**src/hw/rtl/gpde_pkg.sv**
```systemverilog
// ----------------------------------------------------------------------------
// Glyph point delta encoder package
// Shared types and constants for the glyph point delta encoder.
// ----------------------------------------------------------------------------
package gpde_pkg;

  localparam int COORD_W = 16;

  // Bounding box restart values: empty box
  localparam logic signed [COORD_W-1:0] COORD_MAX = 16'sh7FFF;
  localparam logic signed [COORD_W-1:0] COORD_MIN = 16'sh8000;

  // Largest magnitude carried in the one-byte form
  localparam logic signed [COORD_W:0] SHORT_LIMIT = 17'sd255;

  // Glyph flag bits
  localparam logic [7:0] FLAG_ON_CURVE = 8'h01;
  localparam logic [7:0] FLAG_X_SHORT  = 8'h02;
  localparam logic [7:0] FLAG_Y_SHORT  = 8'h04;
  localparam logic [7:0] FLAG_X_SAME   = 8'h10;
  localparam logic [7:0] FLAG_Y_SAME   = 8'h20;

  // Delta byte counts
  localparam logic [1:0] CNT_NONE = 2'd0;
  localparam logic [1:0] CNT_ONE  = 2'd1;
  localparam logic [1:0] CNT_TWO  = 2'd2;

  typedef struct packed {
    logic signed [COORD_W-1:0] point_x;
    logic signed [COORD_W-1:0] point_y;
    logic                      on_curve;
    logic                      first_point;
  } point_t;

  typedef struct packed {
    logic [7:0]                flag_byte;
    logic [1:0]                x_byte_count;
    logic [7:0]                x_first_byte;
    logic [7:0]                x_second_byte;
    logic [1:0]                y_byte_count;
    logic [7:0]                y_first_byte;
    logic [7:0]                y_second_byte;
    logic signed [COORD_W-1:0] box_x_min;
    logic signed [COORD_W-1:0] box_y_min;
    logic signed [COORD_W-1:0] box_x_max;
    logic signed [COORD_W-1:0] box_y_max;
  } code_t;

  // Per-axis view of stored state as seen by the current point
  typedef struct packed {
    logic signed [COORD_W-1:0] base;
    logic signed [COORD_W-1:0] lo;
    logic signed [COORD_W-1:0] hi;
  } axis_view_t;

  // Encoded form of one delta
  typedef struct packed {
    logic [1:0] count;
    logic [7:0] first_byte;
    logic [7:0] second_byte;
    logic       is_short;
    logic       is_same;
  } delta_code_t;

endpackage

```
**src/hw/rtl/gpde_channels.sv**
```systemverilog
// ----------------------------------------------------------------------------
// Glyph point delta encoder channels
// Valid/ready stream interfaces for points in and encoded points out.
// ----------------------------------------------------------------------------
interface gpde_point_if;
  logic            valid;
  logic            ready;
  gpde_pkg::point_t data;

  modport source (output valid, output data, input ready);
  modport sink   (input valid, input data, output ready);
endinterface

interface gpde_code_if;
  logic            valid;
  logic            ready;
  gpde_pkg::code_t data;

  modport source (output valid, output data, input ready);
  modport sink   (input valid, input data, output ready);
endinterface

```
**src/hw/rtl/glyph_point_delta_encoder.sv**
```systemverilog
// ----------------------------------------------------------------------------
// Glyph point delta encoder
// Encodes outline points into glyph flag bytes, delta bytes and a running box.
// ----------------------------------------------------------------------------
// Usage:
//   in_point  : valid/ready channel, one outline point per transfer
//               (x, y, on-curve mark, first-of-glyph mark).
//   out_code  : valid/ready channel, one encoded point per transfer: flag
//               byte, x and y delta bytes with counts, running bounding box.
//   The point is held in the input register, then the delta, flag and box
//   logic feeds the result register, which drives the output transfer.
//   Throughput is one point per cycle while the receiver does not stall;
//   the previous-point and box registers update as a point leaves the
//   input register, so back-to-back points chain through them without
//   bubbles.
//   Reset clears both stage valid flags, sets the previous point to zero and
//   the box to empty, so a stream that opens without a first-point mark
//   starts from the origin.
//   When the receiver stalls, the result register holds its transfer, the
//   input register fills behind it, and in_point.ready drops once both are
//   full; nothing is dropped or repeated.
// ----------------------------------------------------------------------------
module glyph_point_delta_encoder (
  input  logic        clk,
  input  logic        rst_n,
  gpde_point_if.sink  in_point,
  gpde_code_if.source out_code
);
  import gpde_pkg::*;

  // Stage 1: input register
  logic   s1_valid_r, s1_valid_nxt;
  point_t s1_data_r;

  // Stage 2: result register
  logic   s2_valid_r, s2_valid_nxt;
  code_t  s2_data_r, s2_data_nxt;

  logic s2_load;
  logic s1_load;

  axis_view_t  x_view, y_view;
  delta_code_t x_code, y_code;

  // Advance a stage when its register is empty or drains this cycle
  assign s2_load = s1_valid_r && (!s2_valid_r || out_code.ready);
  assign s1_load = in_point.valid && in_point.ready;

  assign in_point.ready = !s1_valid_r || s2_load;

  assign s1_valid_nxt = s1_load || (s1_valid_r && !s2_load);
  assign s2_valid_nxt = s2_load || (s2_valid_r && !out_code.ready);

  always_ff @(posedge clk) begin
    if (!rst_n) begin
      s1_valid_r <= 1'b0;
      s2_valid_r <= 1'b0;
    end else begin
      s1_valid_r <= s1_valid_nxt;
      s2_valid_r <= s2_valid_nxt;
    end
  end

  always_ff @(posedge clk) begin
    if (s1_load) begin
      s1_data_r <= in_point.data;
    end
    if (s2_load) begin
      s2_data_r <= s2_data_nxt;
    end
  end

  // Per-axis origin and box; state commits when the point moves to stage 2
  gpde_axis_state u_x_state (
    .clk         (clk),
    .rst_n       (rst_n),
    .advance     (s2_load),
    .first_point (s1_data_r.first_point),
    .coord       (s1_data_r.point_x),
    .view        (x_view)
  );

  gpde_axis_state u_y_state (
    .clk         (clk),
    .rst_n       (rst_n),
    .advance     (s2_load),
    .first_point (s1_data_r.first_point),
    .coord       (s1_data_r.point_y),
    .view        (y_view)
  );

  gpde_delta_coder u_x_coder (
    .cur  (s1_data_r.point_x),
    .base (x_view.base),
    .code (x_code)
  );

  gpde_delta_coder u_y_coder (
    .cur  (s1_data_r.point_y),
    .base (y_view.base),
    .code (y_code)
  );

  // Assemble the flag byte and the result
  always_comb begin
    s2_data_nxt.flag_byte = (s1_data_r.on_curve ? FLAG_ON_CURVE : 8'h00)
                          | (x_code.is_short    ? FLAG_X_SHORT  : 8'h00)
                          | (y_code.is_short    ? FLAG_Y_SHORT  : 8'h00)
                          | (x_code.is_same     ? FLAG_X_SAME   : 8'h00)
                          | (y_code.is_same     ? FLAG_Y_SAME   : 8'h00);
    s2_data_nxt.x_byte_count  = x_code.count;
    s2_data_nxt.x_first_byte  = x_code.first_byte;
    s2_data_nxt.x_second_byte = x_code.second_byte;
    s2_data_nxt.y_byte_count  = y_code.count;
    s2_data_nxt.y_first_byte  = y_code.first_byte;
    s2_data_nxt.y_second_byte = y_code.second_byte;
    s2_data_nxt.box_x_min     = x_view.lo;
    s2_data_nxt.box_y_min     = y_view.lo;
    s2_data_nxt.box_x_max     = x_view.hi;
    s2_data_nxt.box_y_max     = y_view.hi;
  end

  assign out_code.valid = s2_valid_r;
  assign out_code.data  = s2_data_r;

endmodule

```
**src/hw/rtl/gpde_delta_coder.sv**
```systemverilog
// ----------------------------------------------------------------------------
// Glyph point delta coder
// Encodes one coordinate delta as none, one magnitude byte or two raw bytes.
// ----------------------------------------------------------------------------
module gpde_delta_coder (
  input  logic signed [gpde_pkg::COORD_W-1:0] cur,
  input  logic signed [gpde_pkg::COORD_W-1:0] base,
  output gpde_pkg::delta_code_t               code
);
  import gpde_pkg::*;

  logic signed [COORD_W:0] delta;
  logic signed [COORD_W:0] neg_delta;
  logic                    zero;
  logic                    fits;

  assign delta     = {cur[COORD_W-1], cur} - {base[COORD_W-1], base};
  assign neg_delta = -delta;
  assign zero      = (delta == '0);
  assign fits      = (delta >= -SHORT_LIMIT) && (delta <= SHORT_LIMIT);

  always_comb begin
    code = '0;
    if (zero) begin
      code.count   = CNT_NONE;
      code.is_same = 1'b1;
    end else if (fits) begin
      code.count      = CNT_ONE;
      code.is_short   = 1'b1;
      code.is_same    = ~delta[COORD_W];
      code.first_byte = delta[COORD_W] ? neg_delta[7:0] : delta[7:0];
    end else begin
      // wrap to 16 bits, big-endian
      code.count       = CNT_TWO;
      code.first_byte  = delta[15:8];
      code.second_byte = delta[7:0];
    end
  end

endmodule

```
**src/hw/rtl/gpde_axis_state.sv**
```systemverilog
// ----------------------------------------------------------------------------
// Glyph point axis state
// Holds previous coordinate and running min/max for one axis.
// ----------------------------------------------------------------------------
module gpde_axis_state (
  input  logic                                clk,
  input  logic                                rst_n,
  input  logic                                advance,
  input  logic                                first_point,
  input  logic signed [gpde_pkg::COORD_W-1:0] coord,
  output gpde_pkg::axis_view_t                view
);
  import gpde_pkg::*;

  logic signed [COORD_W-1:0] prev_r, prev_nxt;
  logic signed [COORD_W-1:0] least_r, least_nxt;
  logic signed [COORD_W-1:0] greatest_r, greatest_nxt;
  logic signed [COORD_W-1:0] lo_start;
  logic signed [COORD_W-1:0] hi_start;

  // restart the box and origin on a new glyph
  assign lo_start = first_point ? COORD_MAX : least_r;
  assign hi_start = first_point ? COORD_MIN : greatest_r;

  always_comb begin
    view.base = first_point ? '0 : prev_r;
    view.lo   = (coord < lo_start) ? coord : lo_start;
    view.hi   = (coord > hi_start) ? coord : hi_start;
  end

  assign prev_nxt     = advance ? coord   : prev_r;
  assign least_nxt    = advance ? view.lo : least_r;
  assign greatest_nxt = advance ? view.hi : greatest_r;

  always_ff @(posedge clk) begin
    if (!rst_n) begin
      prev_r     <= '0;
      least_r    <= COORD_MAX;
      greatest_r <= COORD_MIN;
    end else begin
      prev_r     <= prev_nxt;
      least_r    <= least_nxt;
      greatest_r <= greatest_nxt;
    end
  end

endmodule
```
**src/flat_wrapper.sv**
```systemverilog
// flat-port wrapper written by rule: the top's interface ports become plain ports
module glyph_point_delta_encoder_flat import gpde_pkg::*;
  (clk, rst_n, in_point_valid, in_point_data, in_point_ready, out_code_valid, out_code_data, out_code_ready);
  gpde_point_if in_point_i ();
  gpde_code_if out_code_i ();
  input  logic clk;
  input  logic rst_n;
  input wire logic [$bits(in_point_i.valid)-1:0] in_point_valid;
  input wire logic [$bits(in_point_i.data)-1:0] in_point_data;
  output wire logic [$bits(in_point_i.ready)-1:0] in_point_ready;
  output wire logic [$bits(out_code_i.valid)-1:0] out_code_valid;
  output wire logic [$bits(out_code_i.data)-1:0] out_code_data;
  input wire logic [$bits(out_code_i.ready)-1:0] out_code_ready;
  assign in_point_i.valid = in_point_valid;
  assign in_point_i.data = in_point_data;
  assign in_point_ready = in_point_i.ready;
  assign out_code_valid = out_code_i.valid;
  assign out_code_data = out_code_i.data;
  assign out_code_i.ready = out_code_ready;
  glyph_point_delta_encoder u_core (.clk(clk), .rst_n(rst_n), .in_point(in_point_i), .out_code(out_code_i));
endmodule
```
**config.mk**
```make
export PLATFORM = sky130hd
export DESIGN_NAME = glyph_point_delta_encoder_flat
export DESIGN_NICKNAME = d
export VERILOG_FILES = /design/src/hw/rtl/gpde_pkg.sv /design/src/hw/rtl/gpde_channels.sv /design/src/hw/rtl/glyph_point_delta_encoder.sv /design/src/hw/rtl/gpde_delta_coder.sv /design/src/hw/rtl/gpde_axis_state.sv /design/src/flat_wrapper.sv
export SDC_FILE = /design/constraint.sdc
export NUM_CORES = 1
export LEC_CHECK = 0
export BUFFER_PORTS_ARGS = -buffer_cell sky130_fd_sc_hd__clkbuf_2
export CAP_MARGIN = 40
export CORE_AREA = 2 2 226 117
export CTS_BUF_LIST = sky130_fd_sc_hd__clkbuf_2 sky130_fd_sc_hd__clkbuf_4 sky130_fd_sc_hd__clkbuf_8
export CTS_CLUSTER_DIAMETER = 60
export CTS_CLUSTER_SIZE = 16
export DETAILED_ROUTE_END_ITERATION = 8
export DIE_AREA = 0 0 228 119
export PLACE_DENSITY = 0.71
export SLEW_MARGIN = 30
export SYNTH_ARGS = -nofsm -noshare
export SYNTH_HDL_FRONTEND = slang
export SYNTH_HIERARCHICAL = 1
export SYNTH_SLANG_ARGS = --single-unit
```
**constraint.sdc**
```tcl
create_clock -name clk -period 19.6 [get_ports clk]
set_clock_uncertainty 0.15 [all_clocks]
set_input_delay 3.92 -clock clk [delete_from_list [all_inputs] [get_ports clk]]
set_output_delay 3.92 -clock clk [all_outputs]
set_load 0.01 [all_outputs]
```
==> impl_metrics.env <==
export IMPL_grt_overflow=0
export IMPL_yosysTopAreaCellShare_pct=30.6
export IMPL_cts_root_buf="clkbuf_8"
export IMPL_cts_hold_buf=0
export IMPL_syn_cell_area_um2=13700
export IMPL_start_util_pct=53.5
export IMPL_clk_pin_slew_ps=110
export IMPL_postCtsSetupBuffers=0
export IMPL_endpoint_kind="primary output"
export IMPL_postPlaceCellArea_um2=14500
export IMPL_fill_cells=2255
export IMPL_post_cts_resized=0
export IMPL_synth_top_area_cell="edfxtp_1"
export IMPL_final_layout_size_suffix_gt1_share_pct=17.0
export IMPL_h_tree_depth=1
export IMPL_status="finished, final reports clean"
export IMPL_power_density_nw_per_um2=72.7
export IMPL_critPathMaxFanout=2
export IMPL_path_cells="clkbuf_2, nand3b_4, clkbuf_2"
export IMPL_grt_pass1_wl_um=55500
export IMPL_busiest_layer="met1"
export IMPL_tns_ps=0
export IMPL_die_w_um=228
export IMPL_hp_class="flop to flop"
export IMPL_maxSlewHeadroom_pct=45.5
export IMPL_worstMarginPinSlew_ps=817
export IMPL_yosysWarnings=6
export IMPL_antenna_found_initial=0
export IMPL_grt_max_degree=147
export IMPL_final_common_cell="clkbuf_2"
export IMPL_finalCriticalPeriod_ps=8430
export IMPL_peakVddDrop_mv=0.0448
export IMPL_grt_pass1_vias=9921
export IMPL_synth_seq_area_share_pct=44.9
export IMPL_vias=10947
export IMPL_final_core_util_pct=58.6
export IMPL_grt_use_met2_pct=32.8
export IMPL_nNetsFinal=1625
export IMPL_async_flop_share_pct=0
export IMPL_leakage_nw=5.87
export IMPL_drv_cap=0
export IMPL_core_rowCount=42
export IMPL_ys_ff_latch=237
export IMPL_timing_final_crit_share_pct=43.0
export IMPL_final_cell_mix="144 x clkbuf_2, 139 x edfxtp_1, 117 x nand2_1, 106 x nor2_1, 101 x a21oi_1"
export IMPL_drv_slew=0
export IMPL_syn_area_per_cell_um2=9.90
export IMPL_crit_type="input pin to primary output"
export IMPL_gp_congestion=0.936
export IMPL_wire_per_inst_um=19.2
export IMPL_met3_usage_pct=4.84
export IMPL_grt_setup_unrepaired="false"
export IMPL_drc=0
export IMPL_die_area_um2=27100
export IMPL_use_met1_pct=43.5
export IMPL_clock_sinks=237
export IMPL_power_mw=1.09
export IMPL_fmax_mhz=119
export IMPL_synthCells=1379
export IMPL_synthFlopType="edfxtp_1"
export IMPL_die_h_um=119
export IMPL_vias_per_cell=5.92
export IMPL_synth_distinct_cells=90
export IMPL_grt_usage_pct=25.8
export IMPL_cts_tree="built"
export IMPL_diodes=0
export IMPL_ctsLongestPathBuffers=3
export IMPL_slowest_delay_ps=160
export IMPL_place_hpwl_um=24900
export IMPL_synth_edf_count=139
export IMPL_dr_pass1_iters=6
export IMPL_drt_iter0_drc=1203
export IMPL_setup_viol=0
export IMPL_drt_total_wl_um=35500
export IMPL_finalInstanceArea_um2=15000
export IMPL_port_buffers=144
export IMPL_clk_latency_ps=560
export IMPL_core_um2=25500
export IMPL_synth_area_top_cells="edfxtp_1 31%, dfxtp_1 14%, ha_1 9.2%"
export IMPL_area_growth_pct=9.53
export IMPL_drtAntennaViolNets=0
export IMPL_hold_violations=0
export IMPL_path_common_cell="clkbuf_2"
export IMPL_crit_slowest_cell="nand3b_4"
export IMPL_cts_made_buffers=18
export IMPL_worstPathArrival_ps=4360
export IMPL_crit_required_ps=15530
export IMPL_start_kind="input pin"
export IMPL_io_pins=148
layer usage:
layer,vias to the layer above,part of all wire [%]
li1,5221,-
met1,5232,53
met2,452,37
met3,42,8.3
met4,0,1.8
met5,-,0
per-stage QoR:
| step | std cells | setup slack (ps) | hold slack, ps |
|---|---|---|---|
| after global routing | 1849 | 11150 | 312 |
| after detailed placement | 1814 | 11160 | 257 |
| after CTS | 1846 | 11160 | 295 |
| after floorplan | 1381 | 9340 | 250 |
| final | 1849 | 11170 | 288 |
| after global placement | 1811 | 11150 | 252 |
cell families (layout without fill, tap and decap cells):
group / after synthesis / count (layout) / synth area share, %
buf+inv: 135 / 251 / 4.98
flops: 237 / 237 / 44.9
xor+xnor: 30 / 30 / 1.92
fa+ha+maj: 102 / 102 / 9.45
other cells: 1 / 3 / 0.0275
compound gates: 387 / 387 / 19.3
mux: 36 / 36 / 2.79
simple gates: 451 / 451 / 16.6
synth_stat cells, types with 5 or more instances:
| library cell | instances |
|---|---|
| ha_1 | 100 |
| and2_1 | 15 |
| nand2_1 | 117 |
| o21ai_0 | 66 |
| buf_6 | 13 |
| a21o_1 | 29 |
| o21ai_1 | 26 |
| a21oi_1 | 103 |
| dfxtp_1 | 98 |
| or2_2 | 6 |
| xnor2_1 | 18 |
| and3_1 | 6 |
| clkbuf_1 | 34 |
| a21oi_2 | 22 |
| xor2_1 | 12 |
| nand2b_1 | 8 |
| o22a_1 | 15 |
| buf_2 | 14 |
| o211ai_1 | 13 |
| or3_1 | 5 |
| mux2i_1 | 32 |
| nor3b_1 | 5 |
| a21boi_0 | 14 |
| buf_4 | 7 |
| nand3_1 | 25 |
| nand4_1 | 8 |
| o31a_1 | 16 |
| nor2b_1 | 66 |
| inv_1 | 60 |
| edfxtp_1 | 139 |
| nor2_1 | 106 |
| nor3_1 | 57 |
| o21a_1 | 13 |
| a31oi_1 | 8 |
| o21bai_1 | 5 |
final cells by class:
type                       count  area [um2]  area share [%]
multi-input combinational   1009        6890            46.1
sequential                   237        6140            41.0
timing repair buffer         157         897            6.00
tap                          352         440            2.94
clock buffer                  31         352            2.35
inverter                      62         234            1.56
clock inverter                 1        5.00          0.0335
state kept, by name (all words and copies together) (netlist names):
name / count
u_core/out_code.data: 105
u_core/s1_data_r: 34
u_core/u_x_state/greatest_r: 16
u_core/u_x_state/least_r: 16
u_core/u_x_state/prev_r: 16
u_core/u_y_state/greatest_r: 16
u_core/u_y_state/least_r: 16
u_core/u_y_state/prev_r: 16
u_core/out_code.valid: 1
u_core/s1_valid_r: 1
where the power goes:
group          total [mW]  switching, mW  internal, mW  leakage, nW
clock network       0.280          0.166         0.114        0.196
logic               0.225          0.141        0.0846         3.58
registers           0.583         0.0229         0.560         2.09
total                1.09          0.329         0.759         5.87
worst paths after layout:
kind	startpoint	end	slack (ps)	depth (start not counted)
setup reg to reg	u_core/s1_data_r[0]	u_core/out_code.data[95]	14950	15
hold / removal	u_core/s1_data_r[1]	u_core/out_code.data[100]	290	0
setup / recovery	out_code_ready	in_point_ready	11170	3
hold reg to reg	u_core/s1_data_r[1]	u_core/out_code.data[100]	290	0
critical path, delay by kind of cell:
family	cells	cell delay (ps)
buffers and inverters	2	270
AND/OR/NAND/NOR	1	160
Power figures use the tool's default switching activity.
